$ cat config.mk
export PLATFORM = sky130hd
export DESIGN_NAME = pdr_front_flat
export DESIGN_NICKNAME = d
export VERILOG_FILES = /design/src/rtl/pdr_pkg.sv /design/src/rtl/pdr_in_if.sv /design/src/rtl/pdr_front.sv /design/src/flat_wrapper.sv
export SDC_FILE = /design/constraint.sdc
export NUM_CORES = 1
export LEC_CHECK = 0
export BUFFER_PORTS_ARGS = -buffer_cell sky130_fd_sc_hd__buf_2
export CORE_UTILIZATION = 50
export DETAILED_ROUTE_END_ITERATION = 8
export PLACE_DENSITY = 0.75
export SYNTH_ARGS = -nofsm -noshare
export SYNTH_HDL_FRONTEND = slang
export SYNTH_SLANG_ARGS = --single-unit
$ cat constraint.sdc
create_clock -name clk -period 8.74 [get_ports clk]
set_clock_uncertainty 0.2 [all_clocks]
set_input_delay 0.437 -clock clk [delete_from_list [all_inputs] [get_ports clk]]
set_output_delay 0.437 -clock clk [all_outputs]
set_load 0.02 [all_outputs]
$ cat src/rtl/pdr_pkg.sv
package pdr_pkg;

    localparam int CORDIC_STEPS = 16;
    localparam int POS_W        = 48;
    localparam int TIME_W       = 32;
    localparam int SMP_W        = 16;
    localparam int IDX_W        = 32;
    localparam int SKIP_W       = 16;
    localparam int ANG_W        = 32;
    localparam int ROT_W        = 34;
    localparam int GAIN_W       = 64;
    localparam int RAX_W        = 32;
    localparam int LO_W         = POS_W / 2;
    localparam int HI_W         = POS_W - LO_W;
    localparam int PP_W         = HI_W + TIME_W;
    localparam int PROD_W       = POS_W + TIME_W;
    localparam int STEP_W       = (CORDIC_STEPS > 1) ? $clog2(CORDIC_STEPS) : 1;
    localparam int QUEUE_DEPTH  = 2;
    localparam int QPTR_W       = $clog2(QUEUE_DEPTH);
    localparam int QCNT_W       = $clog2(QUEUE_DEPTH + 1);

    localparam logic signed [GAIN_W-1:0] KGAIN = 64'sd652032874;

    typedef enum logic
    {
        ITEM_GYRO,
        ITEM_ACCEL
    } item_kind_t;

    typedef struct packed
    {
        item_kind_t               kind;
        logic [TIME_W-1:0]        dt;
        logic signed [SMP_W-1:0]  rate;
        logic                     emit;
        logic                     skip;
        logic [IDX_W-1:0]         idx;
        logic signed [SMP_W-1:0]  ax;
        logic signed [SMP_W-1:0]  ay;
    } pdr_item_t;

    typedef enum logic [3:0]
    {
        B_IDLE,
        B_GYRO_MUL,
        B_GYRO_ADD,
        B_MUL_LO,
        B_MUL_HI,
        B_ACC,
        B_APPLY,
        B_EMIT,
        B_ROT_INIT,
        B_ROT_STEP,
        B_GAIN_X,
        B_GAIN_Y,
        B_ROUND
    } back_state_t;

    function automatic logic [ANG_W-1:0] atan_lookup(input logic [4:0] i);
        logic [ANG_W-1:0] v;
        case (i)
            5'd0:    v = 32'd536870912;
            5'd1:    v = 32'd316933406;
            5'd2:    v = 32'd167458907;
            5'd3:    v = 32'd85004756;
            5'd4:    v = 32'd42667331;
            5'd5:    v = 32'd21354465;
            5'd6:    v = 32'd10679838;
            5'd7:    v = 32'd5340245;
            5'd8:    v = 32'd2670163;
            5'd9:    v = 32'd1335087;
            5'd10:   v = 32'd667544;
            5'd11:   v = 32'd333772;
            5'd12:   v = 32'd166886;
            5'd13:   v = 32'd83443;
            5'd14:   v = 32'd41722;
            5'd15:   v = 32'd20861;
            5'd16:   v = 32'd10430;
            5'd17:   v = 32'd5215;
            5'd18:   v = 32'd2608;
            5'd19:   v = 32'd1304;
            5'd20:   v = 32'd652;
            5'd21:   v = 32'd326;
            5'd22:   v = 32'd163;
            5'd23:   v = 32'd81;
            5'd24:   v = 32'd41;
            5'd25:   v = 32'd20;
            5'd26:   v = 32'd10;
            5'd27:   v = 32'd5;
            5'd28:   v = 32'd3;
            5'd29:   v = 32'd1;
            5'd30:   v = 32'd1;
            default: v = 32'd0;
        endcase
        return v;
    endfunction

endpackage

$ cat src/rtl/pdr_in_if.sv
interface pdr_in_if;
    logic                                   valid;
    logic                                   ready;
    logic                                   op;
    logic [pdr_pkg::TIME_W-1:0]             sample_time;
    logic signed [pdr_pkg::SMP_W-1:0]       gyro_rate;
    logic signed [pdr_pkg::SMP_W-1:0]       accel_x;
    logic signed [pdr_pkg::SMP_W-1:0]       accel_y;

    modport source (output valid, op, sample_time, gyro_rate, accel_x, accel_y, input ready);
    modport sink (input valid, op, sample_time, gyro_rate, accel_x, accel_y, output ready);
endinterface

$ cat src/rtl/pdr_front.sv
module pdr_front
(
    input  logic                        clk,
    input  logic                        rst_n,
    input  logic                        cfg_we,
    input  logic [pdr_pkg::SKIP_W-1:0]  cfg_wdata,
    pdr_in_if.sink                      sensor,
    input  logic                        q_full,
    output logic                        push,
    output pdr_pkg::pdr_item_t          push_item
);
    import pdr_pkg::*;

    logic [SKIP_W-1:0]       skip_count_reg;
    logic [TIME_W-1:0]       prev_gyro_time_reg, prev_gyro_time_next;
    logic signed [SMP_W-1:0] prev_gyro_rate_reg, prev_gyro_rate_next;
    logic                    gyro_seen_reg, gyro_seen_next;
    logic [TIME_W-1:0]       prev_accel_time_reg, prev_accel_time_next;
    logic [IDX_W-1:0]        accel_count_reg, accel_count_next;
    logic [IDX_W-1:0]        idx;

    assign sensor.ready = !q_full;
    assign push         = sensor.valid && !q_full;
    assign idx          = accel_count_reg - IDX_W'(1);

    always_comb
    begin
        push_item.kind = sensor.op ? ITEM_ACCEL : ITEM_GYRO;
        push_item.rate = prev_gyro_rate_reg;
        push_item.emit = (accel_count_reg != '0);
        push_item.skip = (idx < IDX_W'(skip_count_reg));
        push_item.idx  = idx;
        push_item.ax   = sensor.accel_x;
        push_item.ay   = sensor.accel_y;
        if (sensor.op)
        begin
            push_item.dt = sensor.sample_time - prev_accel_time_reg;
        end
        else if (gyro_seen_reg)
        begin
            push_item.dt = sensor.sample_time - prev_gyro_time_reg;
        end
        else
        begin
            push_item.dt = '0;
        end

        prev_gyro_time_next  = prev_gyro_time_reg;
        prev_gyro_rate_next  = prev_gyro_rate_reg;
        gyro_seen_next       = gyro_seen_reg;
        prev_accel_time_next = prev_accel_time_reg;
        accel_count_next     = accel_count_reg;
        if (push)
        begin
            if (sensor.op)
            begin
                prev_accel_time_next = sensor.sample_time;
                if (accel_count_reg != '1)
                begin
                    accel_count_next = accel_count_reg + IDX_W'(1);
                end
            end
            else
            begin
                prev_gyro_time_next = sensor.sample_time;
                prev_gyro_rate_next = sensor.gyro_rate;
                gyro_seen_next      = 1'b1;
            end
        end
    end

    always_ff @(posedge clk or negedge rst_n)
    begin
        if (!rst_n)
        begin
            skip_count_reg      <= '0;
            prev_gyro_time_reg  <= '0;
            prev_gyro_rate_reg  <= '0;
            gyro_seen_reg       <= 1'b0;
            prev_accel_time_reg <= '0;
            accel_count_reg     <= '0;
        end
        else
        begin
            if (cfg_we)
            begin
                skip_count_reg <= cfg_wdata;
            end
            prev_gyro_time_reg  <= prev_gyro_time_next;
            prev_gyro_rate_reg  <= prev_gyro_rate_next;
            gyro_seen_reg       <= gyro_seen_next;
            prev_accel_time_reg <= prev_accel_time_next;
            accel_count_reg     <= accel_count_next;
        end
    end

endmodule

$ cat src/flat_wrapper.sv
// flat-port wrapper written by rule: the top's interface ports become plain ports
module pdr_front_flat import pdr_pkg::*;
  (clk, rst_n, cfg_we, cfg_wdata, q_full, push, push_item, sensor_valid, sensor_op, sensor_sample_time, sensor_gyro_rate, sensor_accel_x, sensor_accel_y, sensor_ready);
  pdr_in_if sensor_i ();
  input  logic clk;
  input  logic rst_n;
  input  logic cfg_we;
  input  logic [pdr_pkg::SKIP_W-1:0] cfg_wdata;
  input  logic q_full;
  output logic push;
  output pdr_pkg::pdr_item_t push_item;
  input wire logic [$bits(sensor_i.valid)-1:0] sensor_valid;
  input wire logic [$bits(sensor_i.op)-1:0] sensor_op;
  input wire logic [$bits(sensor_i.sample_time)-1:0] sensor_sample_time;
  input wire logic [$bits(sensor_i.gyro_rate)-1:0] sensor_gyro_rate;
  input wire logic [$bits(sensor_i.accel_x)-1:0] sensor_accel_x;
  input wire logic [$bits(sensor_i.accel_y)-1:0] sensor_accel_y;
  output wire logic [$bits(sensor_i.ready)-1:0] sensor_ready;
  assign sensor_i.valid = sensor_valid;
  assign sensor_i.op = sensor_op;
  assign sensor_i.sample_time = sensor_sample_time;
  assign sensor_i.gyro_rate = sensor_gyro_rate;
  assign sensor_i.accel_x = sensor_accel_x;
  assign sensor_i.accel_y = sensor_accel_y;
  assign sensor_ready = sensor_i.ready;
  pdr_front u_core (.clk(clk), .rst_n(rst_n), .cfg_we(cfg_we), .cfg_wdata(cfg_wdata), .sensor(sensor_i), .q_full(q_full), .push(push), .push_item(push_item));
endmodule
; Word-level counts from Yosys, hierarchy flattened
; Cells that the tools add are included.
; Widths: inputs -> output; s select.
[totals]
regBits = 129
latchBits = 0
ramBits = 0
mem_bits_ro = 0
input_bits = 102
output_inout_bits = 117
wordCells = 22
n_memories = 0
[classes]
addsub = 4
mul = 0
n_div = 0
order_cmp = 1
eq_ne = 1
shifts = 0
n_mux = 3
bitwise_logic = 1
n_reduce_logical = 6
[op_table]
columns = op, n
row1 = $mux 32, 2
row2 = $sub 32x32->32, 2
row3 = $add 32x1->32 const B, 1
row4 = $lt 32x16->1, 1
row5 = $ne 32x32->1 const B, 1
row6 = $reduce_bool 32->1, 1
row7 = $sub 32x1->32 const B, 1
row8 = $reduce_and 2->1, 2
row9 = $reduce_and 3->1, 1
row10 = $logic_and 1x1->1, 1
row11 = $logic_not 1->1, 1
row12 = $mux 1, 1
row13 = $not 1->1, 1

; Depth between registers and ports, before layout
[logic_depth]
word_depth = 3
ltp_mapped = 15
mapped_depth_nobuf = 13

; Worst setup path before layout
; Ideal clock, no wire load.
[synth_path]
path_type = register to output
from = reg u_core.accel_count_reg[7]
to = out push_item[64] (netlist bit)
arrival_ps = 3616
path_slack_ps = 4487
path_stages_with_launch = 16
path_buffers = 2
cell_sequence = dfrtp_1 > buf_6 > or4_1 > or2_1 > buf_6 > nor3_4 > nand2_1 > xnor2_1 > ha_1 > a21oi_1 > nor2b_1 > o21ai_0 > nand2_1 > or4_1 > nor4_1 > and4b_1
[synth_rtl]
columns = element, line
row1 = from (decl), pdr_front.sv:19  ; logic [IDX_W-1:0] accel_count_reg, accel_count_next;
row2 = from (signal assigned), pdr_front.sv:93  ; accel_count_reg <= accel_count_next;
row3 = to (decl), flat_wrapper.sv:11  ; output pdr_pkg::pdr_item_t push_item;

==> impl_metrics.ini <==
[floorplan]
core_sq_um = 18800
die_w_um = 141
ios = 219
die_area_sq_um = 19900
start_util_pct = 51.2
row_count = 50
die_h_um = 141

[power_and_ir_drop]
p_leak_nw = 5.43
pwr_density_cell_nw_per_um2 = 264
total_power_mw = 2.91
vdd_drop_max_mv = 0.191

[drt]
ant_nets = 0
post_drt_wl_per_cell_um = 15.6
wirelength_um = 23100
firstDrtPassIters = 5
drcViolationCount = 0
dr_total_vias = 8154
drtIter0Drc = 434
viasPerCell = 5.51

[finish]
drive_gt1_share_pct = 20.5
fin_util_pct = 58.5
fin_cells = 1479
nNetsFinal = 1388
final_cell_mix = buf_2, dfrtp_1, nand2_1, inv_1, o21ai_0
layout_commonest_cell = buf_2
syn2layout_area_growth_pct = 14.2

[timing]
hold_violations = 0
max_slew.worst_pin.slew_ps = 1120
fin_crit_ps = 4890
setup_viol = 0
period_share_pct = 56.0
setup_tns_ps = 0
max_freq_mhz = 204
relSlewSlack_pct = 25.3
rsz0062_at_grt = no
setup_ws_ps = 3850
drv_slew = 0

[grt]
grt_pass1_wl_um = 38300
grt_usage_pct = 24.1
grt_overflow = 0
grt_max_degree = 80
grt_pass1_vias = 7903
antenna_found_initial = 3

[placement]
post-dp-hpwl_um = 17200
pre_cts_ws_ps = 4160
portBuffers = 154
dp_cells = 1445
place_congestion = 0.950

[logic_synthesis]
synth_area_sq_um = 9650
ys_ff_latch = 129
synthArstFlopShare_pct = 100
ys_seq_area_share_pct = 33.5
yosysWarnings = 0
syn_nets = 1283
yosys.area.top_type_share_pct = 33.5
synth.avg_cell_area_sq_um = 8.77
synth_cell_types = 64
synth_flop_cell = dfrtp_1
synthCells = 1100
synth_top_area_cell = dfrtp_1
synth_edf_count = 0
synthTopCellsByArea = dfrtp_1, ha_1, xnor2_1

[critical_path]
critical_path_required_ps = 8100
worstPathArrival_ps = 4260
start_kind = register
crit_fanout = 6
worstPathCellList = inv_1 > ha_1 > nand3_1 > a2111oi_0 > nor4_1 > o31ai_1 > a31oi_1 > o21bai_1 > a221oi_1 > xnor2_1 > o22ai_1 > buf_2
critPathBufInv = 2
worstSetupEndpointType = output pin
r2r-start = u_core.accel_count_reg[13]
crit_family = compound AO/OA/AOI/OAI gates
startpoint = u_core.prev_gyro_time_reg[7]
cpPeakStageDelay_ps = 740
critPathKind = reg2out
slowest_stage = o31ai_1

[worst_hold_path]
min_path_type = in2reg
min_from = cfg_wdata[10]

[clock_network]
clkSlewWorstSetupHoldPaths_ps = 60
htree_levels = 4
clockBufferDepth = 2
clkLatencyLatePin_ps = 430
cts_tree = built
post_cts_resized = 0
cts.sinks = 129
cts_root_buffer = clkbuf_16
numCtsBuffers = 17

[flow_run]
maxCapViolCount = 0

[status]
status = finished clean
[cell type report]
class / count / area (sq um)
Timing Repair Buffer: 159 / 817
Clock inverter: 9 / 154
Antenna cell: 2 / 5.00
Clock buffer: 22 / 484
Fill cell: 1684 / 7810
Inverter: 100 / 375
Multi-Input combinational cell: 798 / 5630
Tap cell: 260 / 325
Sequential cell: 129 / 3230
[worst paths after layout]
check	to	slack, ps	cells after the start
min in group asynchronous	u_core.prev_gyro_time_reg[4]	360	2
min reg2reg	u_core.prev_accel_time_reg[0]	290	2
max in group asynchronous	u_core.skip_count_reg[15]	6690	3
min	u_core.skip_count_reg[10]	10	3
max	push_item[113]	3850	12
max reg2reg	u_core.accel_count_reg[11]	5630	9
[synthesized netlist by cell type (all sizes together) (3+ instances only)]
| library cell | n |
|---|---|
| or4 | 5 |
| nor4 | 8 |
| a31oi | 6 |
| or2 | 7 |
| a211oi | 8 |
| buf | 37 |
| xnor2 | 68 |
| xor2 | 46 |
| nand2b | 15 |
| o21ai | 90 |
| and2 | 9 |
| o211ai | 5 |
| mux2 | 49 |
| and4 | 4 |
| and3 | 8 |
| o21a | 7 |
| o22ai | 20 |
| o32ai | 5 |
| nor2b | 7 |
| or3 | 5 |
| nor2 | 44 |
| nor3 | 20 |
| o31ai | 5 |
| nand4 | 14 |
| dfrtp | 129 |
| nand2 | 112 |
| clkbuf | 36 |
| inv | 100 |
| a21o | 29 |
| o21bai | 7 |
| a21oi | 59 |
| ha | 79 |
| nand3 | 21 |
| nand3b | 3 |
[worst reg2reg max path: cells and delay by family (launching register included)]
kind | cells | cell delay (ps)
XOR/XNOR | 1 | 120
AO/OA/AOI/OAI | 1 | 520
flip-flops | 1 | 470
AND/OR/NAND/NOR | 7 | 1660
[per-layer routing]
layer	vias to the layer above	GRT usage [%]	routed length [um]
li1	3999	-	-
met1	3842	31.2	10500
met2	266	40.3	11000
met3	45	3.67	1110
met4	2	9.90	515
met5	-	0	18
[power breakdown]
part	internal, mW	switching (mW)	total [mW]
combinational	0.551	0.848	1.40
clock	0.505	0.270	0.775
sequential	0.682	0.0511	0.733
[repair_timing]
action                                 in CTS  in global routing
hold buffers                                1                  0
endpoints found under the hold margin      57                  0
buffers inserted                            0                  0
[per-stage QoR]
stage                     hold slack [ps]  instance area [sq um]
after floorplan                     -58.6                   9650
after global placement                244                  10400
after detailed placement              254                  10400
after CTS                            7.07                  11000
after global routing                 28.0                  11000
final                                14.2                  11000
[cells by family after synthesis]
| logic type | Yosys count | share of synthesized area, % |
|---|---|---|
| xor+xnor | 114 | 10.3 |
| simple gates | 286 | 14.6 |
| compound gates | 267 | 17.0 |
| flops | 129 | 33.5 |
| buf+inv | 173 | 8.18 |
| mux | 50 | 5.82 |
| fa+ha+maj | 81 | 10.7 |
No activity file was read; power rests on OpenSTA's default activity.
