[src/rtl/pdr_pkg.sv]
package pdr_pkg;

    localparam int CORDIC_STEPS = 16;
    localparam int POS_W        = 48;
    localparam int TIME_W       = 32;
    localparam int SMP_W        = 16;
    localparam int IDX_W        = 32;
    localparam int SKIP_W       = 16;
    localparam int ANG_W        = 32;
    localparam int ROT_W        = 34;
    localparam int GAIN_W       = 64;
    localparam int RAX_W        = 32;
    localparam int LO_W         = POS_W / 2;
    localparam int HI_W         = POS_W - LO_W;
    localparam int PP_W         = HI_W + TIME_W;
    localparam int PROD_W       = POS_W + TIME_W;
    localparam int STEP_W       = (CORDIC_STEPS > 1) ? $clog2(CORDIC_STEPS) : 1;
    localparam int QUEUE_DEPTH  = 2;
    localparam int QPTR_W       = $clog2(QUEUE_DEPTH);
    localparam int QCNT_W       = $clog2(QUEUE_DEPTH + 1);

    localparam logic signed [GAIN_W-1:0] KGAIN = 64'sd652032874;

    typedef enum logic
    {
        ITEM_GYRO,
        ITEM_ACCEL
    } item_kind_t;

    typedef struct packed
    {
        item_kind_t               kind;
        logic [TIME_W-1:0]        dt;
        logic signed [SMP_W-1:0]  rate;
        logic                     emit;
        logic                     skip;
        logic [IDX_W-1:0]         idx;
        logic signed [SMP_W-1:0]  ax;
        logic signed [SMP_W-1:0]  ay;
    } pdr_item_t;

    typedef enum logic [3:0]
    {
        B_IDLE,
        B_GYRO_MUL,
        B_GYRO_ADD,
        B_MUL_LO,
        B_MUL_HI,
        B_ACC,
        B_APPLY,
        B_EMIT,
        B_ROT_INIT,
        B_ROT_STEP,
        B_GAIN_X,
        B_GAIN_Y,
        B_ROUND
    } back_state_t;

    function automatic logic [ANG_W-1:0] atan_lookup(input logic [4:0] i);
        logic [ANG_W-1:0] v;
        case (i)
            5'd0:    v = 32'd536870912;
            5'd1:    v = 32'd316933406;
            5'd2:    v = 32'd167458907;
            5'd3:    v = 32'd85004756;
            5'd4:    v = 32'd42667331;
            5'd5:    v = 32'd21354465;
            5'd6:    v = 32'd10679838;
            5'd7:    v = 32'd5340245;
            5'd8:    v = 32'd2670163;
            5'd9:    v = 32'd1335087;
            5'd10:   v = 32'd667544;
            5'd11:   v = 32'd333772;
            5'd12:   v = 32'd166886;
            5'd13:   v = 32'd83443;
            5'd14:   v = 32'd41722;
            5'd15:   v = 32'd20861;
            5'd16:   v = 32'd10430;
            5'd17:   v = 32'd5215;
            5'd18:   v = 32'd2608;
            5'd19:   v = 32'd1304;
            5'd20:   v = 32'd652;
            5'd21:   v = 32'd326;
            5'd22:   v = 32'd163;
            5'd23:   v = 32'd81;
            5'd24:   v = 32'd41;
            5'd25:   v = 32'd20;
            5'd26:   v = 32'd10;
            5'd27:   v = 32'd5;
            5'd28:   v = 32'd3;
            5'd29:   v = 32'd1;
            5'd30:   v = 32'd1;
            default: v = 32'd0;
        endcase
        return v;
    endfunction

endpackage

[src/rtl/pdr_queue.sv]
module pdr_queue
(
    input  logic                clk,
    input  logic                rst_n,
    input  logic                push,
    input  pdr_pkg::pdr_item_t  push_item,
    output logic                full,
    input  logic                pop,
    output pdr_pkg::pdr_item_t  head,
    output logic                empty
);
    import pdr_pkg::*;

    pdr_item_t         slot_reg [QUEUE_DEPTH];
    logic [QPTR_W-1:0] wr_ptr_reg, rd_ptr_reg;
    logic [QCNT_W-1:0] count_reg;

    assign full  = (count_reg == QCNT_W'(QUEUE_DEPTH));
    assign empty = (count_reg == '0);
    assign head  = slot_reg[rd_ptr_reg];

    always_ff @(posedge clk)
    begin
        if (push)
        begin
            slot_reg[wr_ptr_reg] <= push_item;
        end
    end

    always_ff @(posedge clk or negedge rst_n)
    begin
        if (!rst_n)
        begin
            wr_ptr_reg <= '0;
            rd_ptr_reg <= '0;
            count_reg  <= '0;
        end
        else
        begin
            if (push)
            begin
                wr_ptr_reg <= (wr_ptr_reg == QPTR_W'(QUEUE_DEPTH - 1)) ? '0
                                                                       : wr_ptr_reg + QPTR_W'(1);
            end
            if (pop)
            begin
                rd_ptr_reg <= (rd_ptr_reg == QPTR_W'(QUEUE_DEPTH - 1)) ? '0
                                                                       : rd_ptr_reg + QPTR_W'(1);
            end
            if (push && !pop)
            begin
                count_reg <= count_reg + QCNT_W'(1);
            end
            else if (pop && !push)
            begin
                count_reg <= count_reg - QCNT_W'(1);
            end
        end
    end

endmodule

[config.mk]
export PLATFORM = sky130hd
export DESIGN_NAME = pdr_queue
export DESIGN_NICKNAME = d
export VERILOG_FILES = /design/src/rtl/pdr_pkg.sv /design/src/rtl/pdr_queue.sv
export SDC_FILE = /design/constraint.sdc
export NUM_CORES = 1
export LEC_CHECK = 0
export BUFFER_PORTS_ARGS = -buffer_cell sky130_fd_sc_hd__buf_2
export CAP_MARGIN = 20
export CORE_ASPECT_RATIO = 1.5
export CORE_MARGIN = 4
export CORE_UTILIZATION = 56
export DETAILED_ROUTE_END_ITERATION = 12
export HOLD_SLACK_MARGIN = 0.02
export PLACE_DENSITY = 0.89
export SYNTH_ARGS = -nofsm -noshare
export SYNTH_HDL_FRONTEND = slang
export SYNTH_SLANG_ARGS = --single-unit
[constraint.sdc]
create_clock -name clk -period 13.5 [get_ports clk]
set_clock_uncertainty 0.2 [all_clocks]
set_input_delay 2.025 -clock clk [delete_from_list [all_inputs] [get_ports clk]]
set_output_delay 2.025 -clock clk [all_outputs]
set_load 0.05 [all_outputs]
== Word-level counts from Yosys, hierarchy flattened ==
Memories as Yosys holds them, arrays and structs flattened.
Cells that the tools add are included.
Word-level totals
  word-level logic and storage cells: 21
  input bits: 119
  memories kept: 1
  output and inout port bits: 117
  register bits: 4
  bits in writable memories: 230
Memories
  slot_reg: words 2, width 115, rd ports 1, clocked after memory_dff 0, write ports 1, line pdr_queue.sv:14  | pdr_item_t slot_reg [QUEUE_DEPTH];
Operators by class
  add/sub/neg operators: 4
  eq/ne operators: 1
  reduce and logical (&&, ||, !) cells: 6
  muxes and demuxes: 6
Operator list (number)
  1-bit two-way mux: 4
  2-bit two-way mux: 2
  1-bit adder, second input constant: 2
  2-bit by 1-bit adder with 2-bit output, second input constant: 1
  2-bit equality test, second input constant: 1
  1-bit logical AND: 2
  1-bit logical NOT: 2
  2-bit logical NOT: 1
  2-bit nonzero test: 1
  2-bit by 1-bit subtractor with 2-bit output, second input constant: 1

== Depth between registers and ports, before layout ==
Gate-level depths: netlist (run 1).
  depth after elaboration: 4
  depth in mapped cells: 5
  gate-level depth less buffers: 5

== Worst setup path after synthesis (run 1) ==
No wires, ideal clock.
  path kind: input port to flip-flop
  from: input port push
  to: memory slot_reg[0][0] (netlist bit), enable pin
  data arrival time: 7018 ps
  data required time: 12696 ps
  setup time: 604 ps
  slack: 5678 ps
  stages: 1
  path buffers: 0
  path through: nor2b_1
On the way
  word-level cells in the longest chain between the ends: 2
RTL lines
  start, declared: line pdr_queue.sv:5  | input logic push,
  1-bit two-way mux: line pdr_queue.sv:24  | if (push)
  1-bit two-way mux (not written as such): line pdr_queue.sv:26  | slot_reg[wr_ptr_reg] <= push_item;
  end, declared: line pdr_queue.sv:14
No other way between the ends.

==> flow_metrics.env, run 1 <==
export IMPL_finalCritPeriodShare_pct=38.6
export IMPL_grt_pass1_vias=4768
export IMPL_drt_total_wl_um=16600
export IMPL_cts_sinks=234
export IMPL_std_cell_rows=55
export IMPL_required_ns=11.27
export IMPL_first_iter_violations=203
export IMPL_dieWidth_um=109
export IMPL_dieArea_um2=17500
export IMPL_syn_area_um2=8640
export IMPL_post_dp_hpwl_um=11600
export IMPL_grt_busiest_layer="met2"
export IMPL_holdPathStages=1
export IMPL_ys_seq_area_share_pct=81.1
export IMPL_synth_cell_types=13
export IMPL_arrival_ns=2.99
export IMPL_met1_usage_pct=19.3
export IMPL_worst_pin_slew_ns=1.10
export IMPL_final_setup_tns_ns=0
export IMPL_dieHeight_um=160
export IMPL_drc=0
export IMPL_syn_num_nets=494
export IMPL_worstReg2RegEnd="slot_reg[1][35]"
export IMPL_layout_min_cycle_time_ns=5.21
export IMPL_grt_max_degree=71
export IMPL_routedWlPerCell_um=19.9
export IMPL_grt_util_met3_pct=4.25
export IMPL_p_seq_share_pct=39.0
export IMPL_first_pass_iters=4
export IMPL_clock_latency_ns=0.48
export IMPL_cts_tree="built"
export IMPL_io_pins=236
export IMPL_reg2reg_depth=2
export IMPL_max_stage_delay_ns=0.93
export IMPL_post_cts_buffers=0
export IMPL_slowest_stage="buf_4"
export IMPL_antenna_found_initial=1
export IMPL_cts_root_buf="clkbuf_16"
export IMPL_min_path_type="reg -> reg"
export IMPL_drv_slew=0
export IMPL_largest_reg_flops=230
export IMPL_clock_power_share_pct=20.4
export IMPL_postSynthCellCount=374
export IMPL_endpoint_kind="primary output"
export IMPL_postSynthAreaPerCell_um2=23.1
export IMPL_powerDensity_nw_per_um2=249
export IMPL_cts_resized_gates=0
export IMPL_vias=4301
export IMPL_ant_nets=0
export IMPL_r2r_slack_ns=10.96
export IMPL_leakage_nw=4.13
export IMPL_p_switching_mw=1.07
export IMPL_internal_power_mw=1.58
export IMPL_setup_viol=0
export IMPL_dp_slack_ns=8.81
export IMPL_outcome="finished clean"
export IMPL_clk_pin_slew_ns=0.07
export IMPL_combinationalPowerShare_pct=40.7
export IMPL_cts_buffers=20
export IMPL_reg2reg_from="wr_ptr_reg"
export IMPL_grt_pass1_wl_um=24800
export IMPL_critical_path_class="reg -> out"
export IMPL_hold_buffers=0
export IMPL_htree_levels=1
export IMPL_hold_viol_final=0
export IMPL_overflow=0
export IMPL_place_area_um2=10000
export IMPL_final_nets=742
export IMPL_crit_path_max_fanout=70
export IMPL_final_setup_worst_slack_ns=8.29
export IMPL_cp_start_kind="flip-flop"
export IMPL_ys_ff_latch=234
export IMPL_worstPathCellList="buf_4 > mux2_2 > buf_2"
export IMPL_coreArea_um2=15100
export IMPL_p_sw_share_pct=40.4
export IMPL_worstHoldStart="count_reg[1]"
export IMPL_slew_headroom_pct=26.6
export IMPL_clk_path_buf_depth=3
export IMPL_track_usage_pct=18.6
export IMPL_start_util_pct=57.1
export IMPL_gp_congestion=0.814
export IMPL_grt_util_met2_pct=34.4
export IMPL_portBuffers=235
export IMPL_fmax_mhz=192
export IMPL_yosysWarningCount=0
export IMPL_vias_per_cell=5.16
export IMPL_stdcell_area_um2=10600
export IMPL_ir_worst_vdd_mv=0.205
export IMPL_rsz0062_at_grt="no"
export IMPL_nFillCells=967
export IMPL_layout_drive_gt1_share_pct=60.9
export IMPL_p_total_mw=2.65
export IMPL_maxCapViolCount=0
export IMPL_syn2layout_area_growth_pct=23.1
export IMPL_min_to="count_reg[1]"
[cell usage in the layout, fill, tap and decap left out, types with 2 or more instances in the layout]
cell	Yosys	layout
mux2_4	40	40
buf_4	0	4
mux2_2	75	75
clkinv_1	0	4
buf_2	7	235
clkinv_2	0	2
nor2_1	2	2
clkinvlp_4	0	2
xor2_1	4	4
clkbuf_16	0	21
clkinv_4	0	2
edfxtp_1	230	230
dfrtp_1	4	3
[metal layers]
metal	part of all wire, %	wire [um]
met1	33	5410
met2	56	9320
met3	7.0	1160
met4	4.4	727
met5	0	0
[power by group through the flow]
| stage | Combinational, mW | Sequential, mW | Clock [mW] |
|---|---|---|---|
| 5_1_grt | 1.12 | 1.05 | 0.591 |
| 3_5_place_dp | 1.08 | 1.05 | 0 |
| 2_1_floorplan | 0.912 | 1.02 | 0 |
| 6_report | 1.08 | 1.03 | 0.541 |
| 4_1_cts | 1.09 | 1.03 | 0.554 |
| 3_3_place_gp | 1.07 | 1.04 | 0 |
[area by class of cell]
cell class                 instances  area [um2]  area share (%)
sequential                       234        7010            65.9
multi-input combinational        126        1540            14.5
timing repair buffer             239        1210            11.3
clock buffer                      22         529            4.98
tap                              199         249            2.34
clock inverter                    12        96.3           0.906
inverter                           1        3.75          0.0353
antenna                            1        2.50          0.0235
[worst max-delay path: cells and delay by family (launching register included)]
kind     cells  cell delay (ns)
buf+inv      2             1.15
flops        1             0.84
mux          1             0.43
[cell families (layout without fill, tap and decap cells)]
| group | after synthesis | in the layout | synth area share [%] |
|---|---|---|---|
| other | 0 | 1 | 0 |
| flip-flops | 234 | 234 | 81.1 |
| XOR/XNOR | 5 | 5 | 0.507 |
| multiplexers | 115 | 115 | 16.7 |
| AND/OR/NAND/NOR | 5 | 5 | 0.304 |
| buffers and inverters | 14 | 274 | 1.23 |
| adder cells (fa/ha/maj) | 1 | 1 | 0.145 |
[how the worst max path moves through the flow]
stage | from | cells after the start | slack (ns) | end
3_5_place_dp | rd_ptr_reg | 3 | 8.81 | head[19]
2_1_floorplan | push | 1 | 5.68 | slot_reg[0][0]
6_report | rd_ptr_reg | 3 | 8.29 | head[22]
5_1_grt | rd_ptr_reg | 3 | 8.16 | head[38]
4_1_cts | rd_ptr_reg | 3 | 8.27 | head[22]
3_3_place_gp | rd_ptr_reg | 3 | 8.88 | head[43]
[per-stage QoR]
step	util, %	hold slack, ns	cells
global route	70.2	0.337	834
detailed placement	66.1	0.298	799
CTS	70.2	0.313	833
global placement	66.1	0.275	799
finish	70.2	0.318	834
floorplan	-	0.255	374
[Yosys cell counts]
cell type  number  area [um2]
buf_6           6        67.6
nor2b_1         2        12.5
nor2_1          2        7.51
and2_1          1        6.26
dfrtp_1         4         100
xor2_1          4        35.0
edfxtp_1      230        6910
buf_2           7        35.0
ha_1            1        12.5
inv_1           1        3.75
mux2_4         40         601
mux2_2         75         845
xnor2_1         1        8.76
(Power assumes the default switching activity.)
==> run 2: changes to the inputs <==
- ABC_AREA: not set -> 1
- CORE_UTILIZATION: 56 -> 52
- PLACE_DENSITY: 0.89 -> 0.83
- clock period: 13.5 -> 4.9 ns (I/O delays scaled with it)
==> run 2 against run 1 <==
- global-route usage down 1.2 points
- worst setup slack worse by 6.8 ns
- non-clock buffer count up 2
- worst hold slack worse by 0.080 ns
- sequential power rose to 2.7 times the previous value
- flip-flop and latch count unchanged
- routed wire length up 2.6%
- final cell count up 2.8%
- area after synthesis up 0.23%
==> flow_metrics.env, run 2 <==
export IMPL_synth_top_flop_cell="edfxtp_1"
export IMPL_htree_levels=1
export IMPL_cp_start_kind="flip-flop"
export IMPL_grt_pass1_wl_um=25600
export IMPL_cts_root_buf="clkbuf_16"
export IMPL_clock_latency_ns=0.48
export IMPL_worst_pin_slew_ns=0.827
export IMPL_p_sw_share_pct=40.4
export IMPL_vias=4436
export IMPL_combinationalPowerShare_pct=41.1
export IMPL_final_nets=754
export IMPL_std_cell_rows=57
export IMPL_track_usage_pct=17.4
export IMPL_coreArea_um2=16300
export IMPL_min_path_type="in -> reg"
export IMPL_arrival_ns=2.45
export IMPL_ant_nets=0
export IMPL_synth_cell_types=14
export IMPL_max_stage_delay_ns=0.74
export IMPL_p_total_mw=7.33
export IMPL_dieArea_um2=18800
export IMPL_overflow=0
export IMPL_post_cts_buffers=0
export IMPL_outcome="finished clean"
export IMPL_maxCapViolCount=0
export IMPL_hold_viol_final=0
export IMPL_grt_max_degree=90
export IMPL_yosysMostFrequentCell="edfxtp_1"
export IMPL_worstPathCellList="buf_12 > mux2_2 > buf_2"
export IMPL_crit_path_max_fanout=89
export IMPL_cts_sinks=234
export IMPL_critical_path_class="reg -> out"
export IMPL_routedWlPerCell_um=19.9
export IMPL_drc=0
export IMPL_required_ns=3.96
export IMPL_portBuffers=235
export IMPL_post_dp_hpwl_um=11700
export IMPL_grt_pass1_vias=4896
export IMPL_finalCritPeriodShare_pct=69.1
export IMPL_cts_tree="built"
export IMPL_slew_headroom_pct=44.9
export IMPL_cts_buffers=21
export IMPL_leakage_nw=4.17
export IMPL_layout_drive_gt1_share_pct=59.7
export IMPL_slowest_stage="dfrtp_4"
export IMPL_first_pass_iters=6
export IMPL_yosysTopAreaCell="edfxtp_1"
export IMPL_dieWidth_um=113
export IMPL_syn_num_nets=503
export IMPL_ir_worst_vdd_mv=0.607
export IMPL_antenna_found_initial=6
export IMPL_p_seq_share_pct=38.5
export IMPL_synth_edf_count=230
export IMPL_clk_pin_slew_ns=0.06
export IMPL_largest_reg_flops=230
export IMPL_io_pins=236
export IMPL_syn_area_um2=8660
export IMPL_fmax_mhz=295
export IMPL_ys_ff_latch=234
export IMPL_yosysWarningCount=0
export IMPL_hold_ws_ns=0.238
export IMPL_start_util_pct=53.3
export IMPL_cp_num_buf_inv=2
export IMPL_layout_min_cycle_time_ns=3.39
export IMPL_clk_path_buf_depth=3
export IMPL_vias_per_cell=5.18
export IMPL_async_flop_share_pct=1.71
export IMPL_powerDensity_nw_per_um2=685
export IMPL_yosys_top_cells_area="edfxtp_1 (80%), mux2_2 (9.8%), mux2_4 (6.9%)"
export IMPL_drv_slew=0
export IMPL_first_iter_violations=185
export IMPL_crit_family="flip-flops"
export IMPL_internal_power_mw=4.37
export IMPL_mostFrequentLayoutCell="buf_2"
export IMPL_synth_top_area_share_pct=79.7
export IMPL_ys_seq_area_share_pct=80.9
export IMPL_syn2layout_area_growth_pct=23.6
export IMPL_final_setup_worst_slack_ns=1.51
export IMPL_synth_common_cells="edfxtp_1 (230), mux2_2 (75), mux2_4 (40)"
export IMPL_postSynthCellCount=383
export IMPL_endpoint_kind="primary output"
export IMPL_final_cell_mix="buf_2 (235), edfxtp_1 (230), mux2_2 (75)"
export IMPL_p_switching_mw=2.96
export IMPL_dieHeight_um=166
export IMPL_clock_power_share_pct=20.4
export IMPL_setup_viol=0
export IMPL_rsz0062_at_grt="no"
export IMPL_final_setup_tns_ns=0
export IMPL_drt_total_wl_um=17100
export IMPL_gp_congestion=0.771
export IMPL_dp_slack_ns=2.04
export IMPL_postSynthAreaPerCell_um2=22.6
run 2: cell count changes after synthesis:
cell / previous run / this run
nor2_1: 2 / 3
nor2b_1: 2 / 0
and2_1: 1 / 0
nand4_1: 0 / 1
inv_1: 1 / 7
nand2_1: 0 / 5
nand3_1: 0 / 1
xor2_1: 4 / 2
run 2: metal layers:
metal	vias to the layer above	share of wire, %	GRT usage (%)
li1	2012	-	-
met1	2200	34	18.7
met2	174	55	31.8
met3	46	7.3	4.45
met4	4	3.5	7.48
met5	-	0.088	0
run 2: worst reg2reg max path, stage by stage, from the launching register on:
cell	delay (ns)
dfrtp_1	0.43
nand2_1	0.12
inv_4	0.61
buf_4	0.52
run 2: power groups by stage:
stage	Sequential [mW]	Combinational, mW	Clock [mW]
global route	2.85	3.14	1.62
global placement	2.83	3.00	0
CTS	2.83	3.05	1.53
floorplan	2.80	2.52	0
detailed placement	2.87	3.04	0
finish	2.82	3.01	1.50
run 2: metrics by stage:
stage,instances,util [%],instance area [um2]
global placement,816,61.9,10100
finish,857,65.9,10700
floorplan,383,-,8660
global route,857,65.9,10700
CTS,853,65.8,10700
detailed placement,816,61.9,10100
run 2: final cells by class:
| type | instances | area (um2) |
|---|---|---|
| antenna | 4 | 10.0 |
| clock buffer | 26 | 544 |
| tap | 206 | 258 |
| clock inverter | 10 | 75.1 |
| multi-input combinational | 129 | 1530 |
| sequential | 234 | 7010 |
| fill | 1132 | 5550 |
| timing repair buffer | 241 | 1250 |
| inverter | 7 | 28.8 |
run 2: kinds of logic (layout without fill, tap and decap cells):
group,count (synthesis),after routing,synth area share (%)
other,0,4,0
AND/OR/NAND/NOR,10,10,0.477
flip-flops,234,234,80.9
adder cells (fa/ha/maj),1,1,0.144
buffers and inverters,20,284,1.49
multiplexers,115,115,16.7
XOR/XNOR,3,3,0.303
run 2: path summary, 6_finish.rpt:
path | start | to | slack, ns | cells after the start
setup / recovery | rd_ptr_reg | head[24] | 1.51 | 3
hold / removal | push_item[57] | slot_reg[1][57] | 0.24 | 1
setup reg to reg | wr_ptr_reg | slot_reg[1][75] | 2.68 | 3
hold reg to reg | count_reg[1] | count_reg[1] | 0.32 | 2
max in group asynchronous | rst_n | rd_ptr_reg | 3.94 | 2
min in group asynchronous | rst_n | rd_ptr_reg | 0.41 | 2
run 2: timing repair:
item,4_1_cts,5_1_grt
hold endpoints to repair,4,0
resized for setup,0,0
hold buffers,1,0
==> run 3: changes to the inputs <==
- CORE_UTILIZATION: 52 -> 47
- PLACE_DENSITY: 0.83 -> 0.8
- clock period: 4.9 -> 3.1 ns (I/O delays scaled with it)
==> run 3 against run 2 <==
- final cell count increased by 15%
- die area grew 10%
- count of clock-buffer cells in the layout is the same
- clock power is 58% higher
- highest routed layer unchanged
- total power grew 61%
==> flow_metrics.env, run 3 (synthesis results as in run 2) <==
export IMPL_outcome="finished clean"
export IMPL_final_cell_mix="buf_2 (235), edfxtp_1 (230), dlygate4sd3_1 (118)"
export IMPL_clk_path_buf_depth=3
export IMPL_hold_viol_final=0
export IMPL_maxCapViolCount=0
export IMPL_post_cts_buffers=0
export IMPL_vias_per_cell=4.98
export IMPL_p_seq_share_pct=37.2
export IMPL_required_ns=2.43
export IMPL_post_dp_hpwl_um=11300
export IMPL_coreArea_um2=18000
export IMPL_clock_power_share_pct=20.1
export IMPL_p_switching_mw=4.77
export IMPL_gp_congestion=0.730
export IMPL_fmax_mhz=385
export IMPL_first_iter_violations=252
export IMPL_overflow=0
export IMPL_vias=4916
export IMPL_clock_latency_ns=0.48
export IMPL_cts_sinks=234
export IMPL_multiInputGateArea_um2=1530
export IMPL_crit_path_max_fanout=60
export IMPL_first_pass_iters=4
export IMPL_cts_root_buf="clkbuf_16"
export IMPL_setup_viol=0
export IMPL_min_path_type="in -> async"
export IMPL_clk_pin_slew_ns=0.07
export IMPL_dieHeight_um=174
export IMPL_mostFrequentLayoutCell="buf_2"
export IMPL_arrival_ns=1.93
export IMPL_grt_pass1_wl_um=29900
export IMPL_final_setup_tns_ns=0
export IMPL_syn2layout_area_growth_pct=37.7
export IMPL_final_nets=872
export IMPL_finalCritPeriodShare_pct=83.8
export IMPL_largest_reg_flops=230
export IMPL_drc=0
export IMPL_internal_power_mw=7.03
export IMPL_ant_nets=0
export IMPL_dieArea_um2=20700
export IMPL_drt_total_wl_um=19200
export IMPL_routedWlPerCell_um=19.4
export IMPL_std_cell_rows=60
export IMPL_worst_pin_slew_ns=0.678
export IMPL_io_pins=236
export IMPL_antenna_found_initial=5
export IMPL_track_usage_pct=18.3
export IMPL_portBuffers=235
export IMPL_critical_path_class="reg -> out"
export IMPL_start_util_pct=48.1
export IMPL_grt_max_degree=66
export IMPL_powerDensity_nw_per_um2=990
export IMPL_nFillCells=1131
export IMPL_slew_headroom_pct=54.8
export IMPL_cp_start_kind="flip-flop"
export IMPL_layout_drive_gt1_share_pct=50.4
export IMPL_leakage_nw=4.67
export IMPL_hold_ws_ns=0.135
export IMPL_p_sw_share_pct=40.4
export IMPL_ir_worst_vdd_mv=0.914
export IMPL_grt_pass1_vias=5677
export IMPL_cts_tree="built"
export IMPL_htree_levels=1
export IMPL_drv_slew=0
export IMPL_combinationalPowerShare_pct=42.8
export IMPL_layout_min_cycle_time_ns=2.60
export IMPL_dieWidth_um=119
export IMPL_cts_buffers=21
export IMPL_rsz0062_at_grt="no"
export IMPL_endpoint_kind="primary output"
export IMPL_final_seq_area_um2=7010
## run 3: metrics by stage
| step | instance area, um2 | utilization (%) | setup WS, ns | power (mW) | instances |
|---|---|---|---|---|---|
| global route | 11900 | 66.2 | 0.441 | 12.3 | 986 |
| global placement | 10100 | 56.1 | 1.06 | 9.26 | 828 |
| detailed placement | 10100 | 56.1 | 1.03 | 9.37 | 828 |
| floorplan | 8670 | - | 0.263 | 8.37 | 383 |
| finish | 11900 | 66.2 | 0.501 | 11.8 | 987 |
| CTS | 11900 | 66.1 | 0.494 | 11.9 | 983 |
## run 3: critical path, cell delays in order, from the launching register on
cell and delay (ns):
dfrtp_4 0.45, buf_12 0.31, mux2_2 0.39, buf_2 0.21
## run 3: power by group through the flow
stage	clock network (mW)	logic, mW	registers, mW
final	2.37	5.05	4.39
after global routing	2.57	5.26	4.43
after floorplan	0	3.98	4.39
after global placement	0	4.87	4.39
after CTS	2.42	5.07	4.37
after detailed placement	0	4.93	4.44
## run 3: final cells by class
class | count | area share, %
Clock inverter | 11 | 0.640
Timing Repair Buffer | 359 | 20.6
Sequential cell | 234 | 58.8
Antenna cell | 4 | 0.0839
Inverter | 7 | 0.252
Tap cell | 217 | 2.28
Clock buffer | 26 | 4.56
Multi-Input combinational cell | 129 | 12.9
## run 3: final timing paths
check                            from  slack [ns]  cells past startpoint              end
max in group asynchronous       rst_n        2.41                      2       rd_ptr_reg
min in group clk           wr_ptr_reg        0.35                      1       wr_ptr_reg
min                             rst_n        0.13                      2       wr_ptr_reg
max reg2reg                wr_ptr_reg        1.31                      3  slot_reg[1][47]
min reg2reg                wr_ptr_reg        0.35                      1       wr_ptr_reg
max                        rd_ptr_reg        0.50                      3         head[20]
## run 3: what timing repair did
item,in CTS,in global routing
hold endpoints to repair,236,0
gates resized for setup,0,0
hold buffers,118,0
## run 3: layer usage
layer  wire length [um]  up-vias  track usage [%]
li1                   -     2248                -
met2              10700      179             34.9
met4                616        4             6.62
met3               1130       52             4.46
met5                 14        -                0
met1               6720     2433             19.1
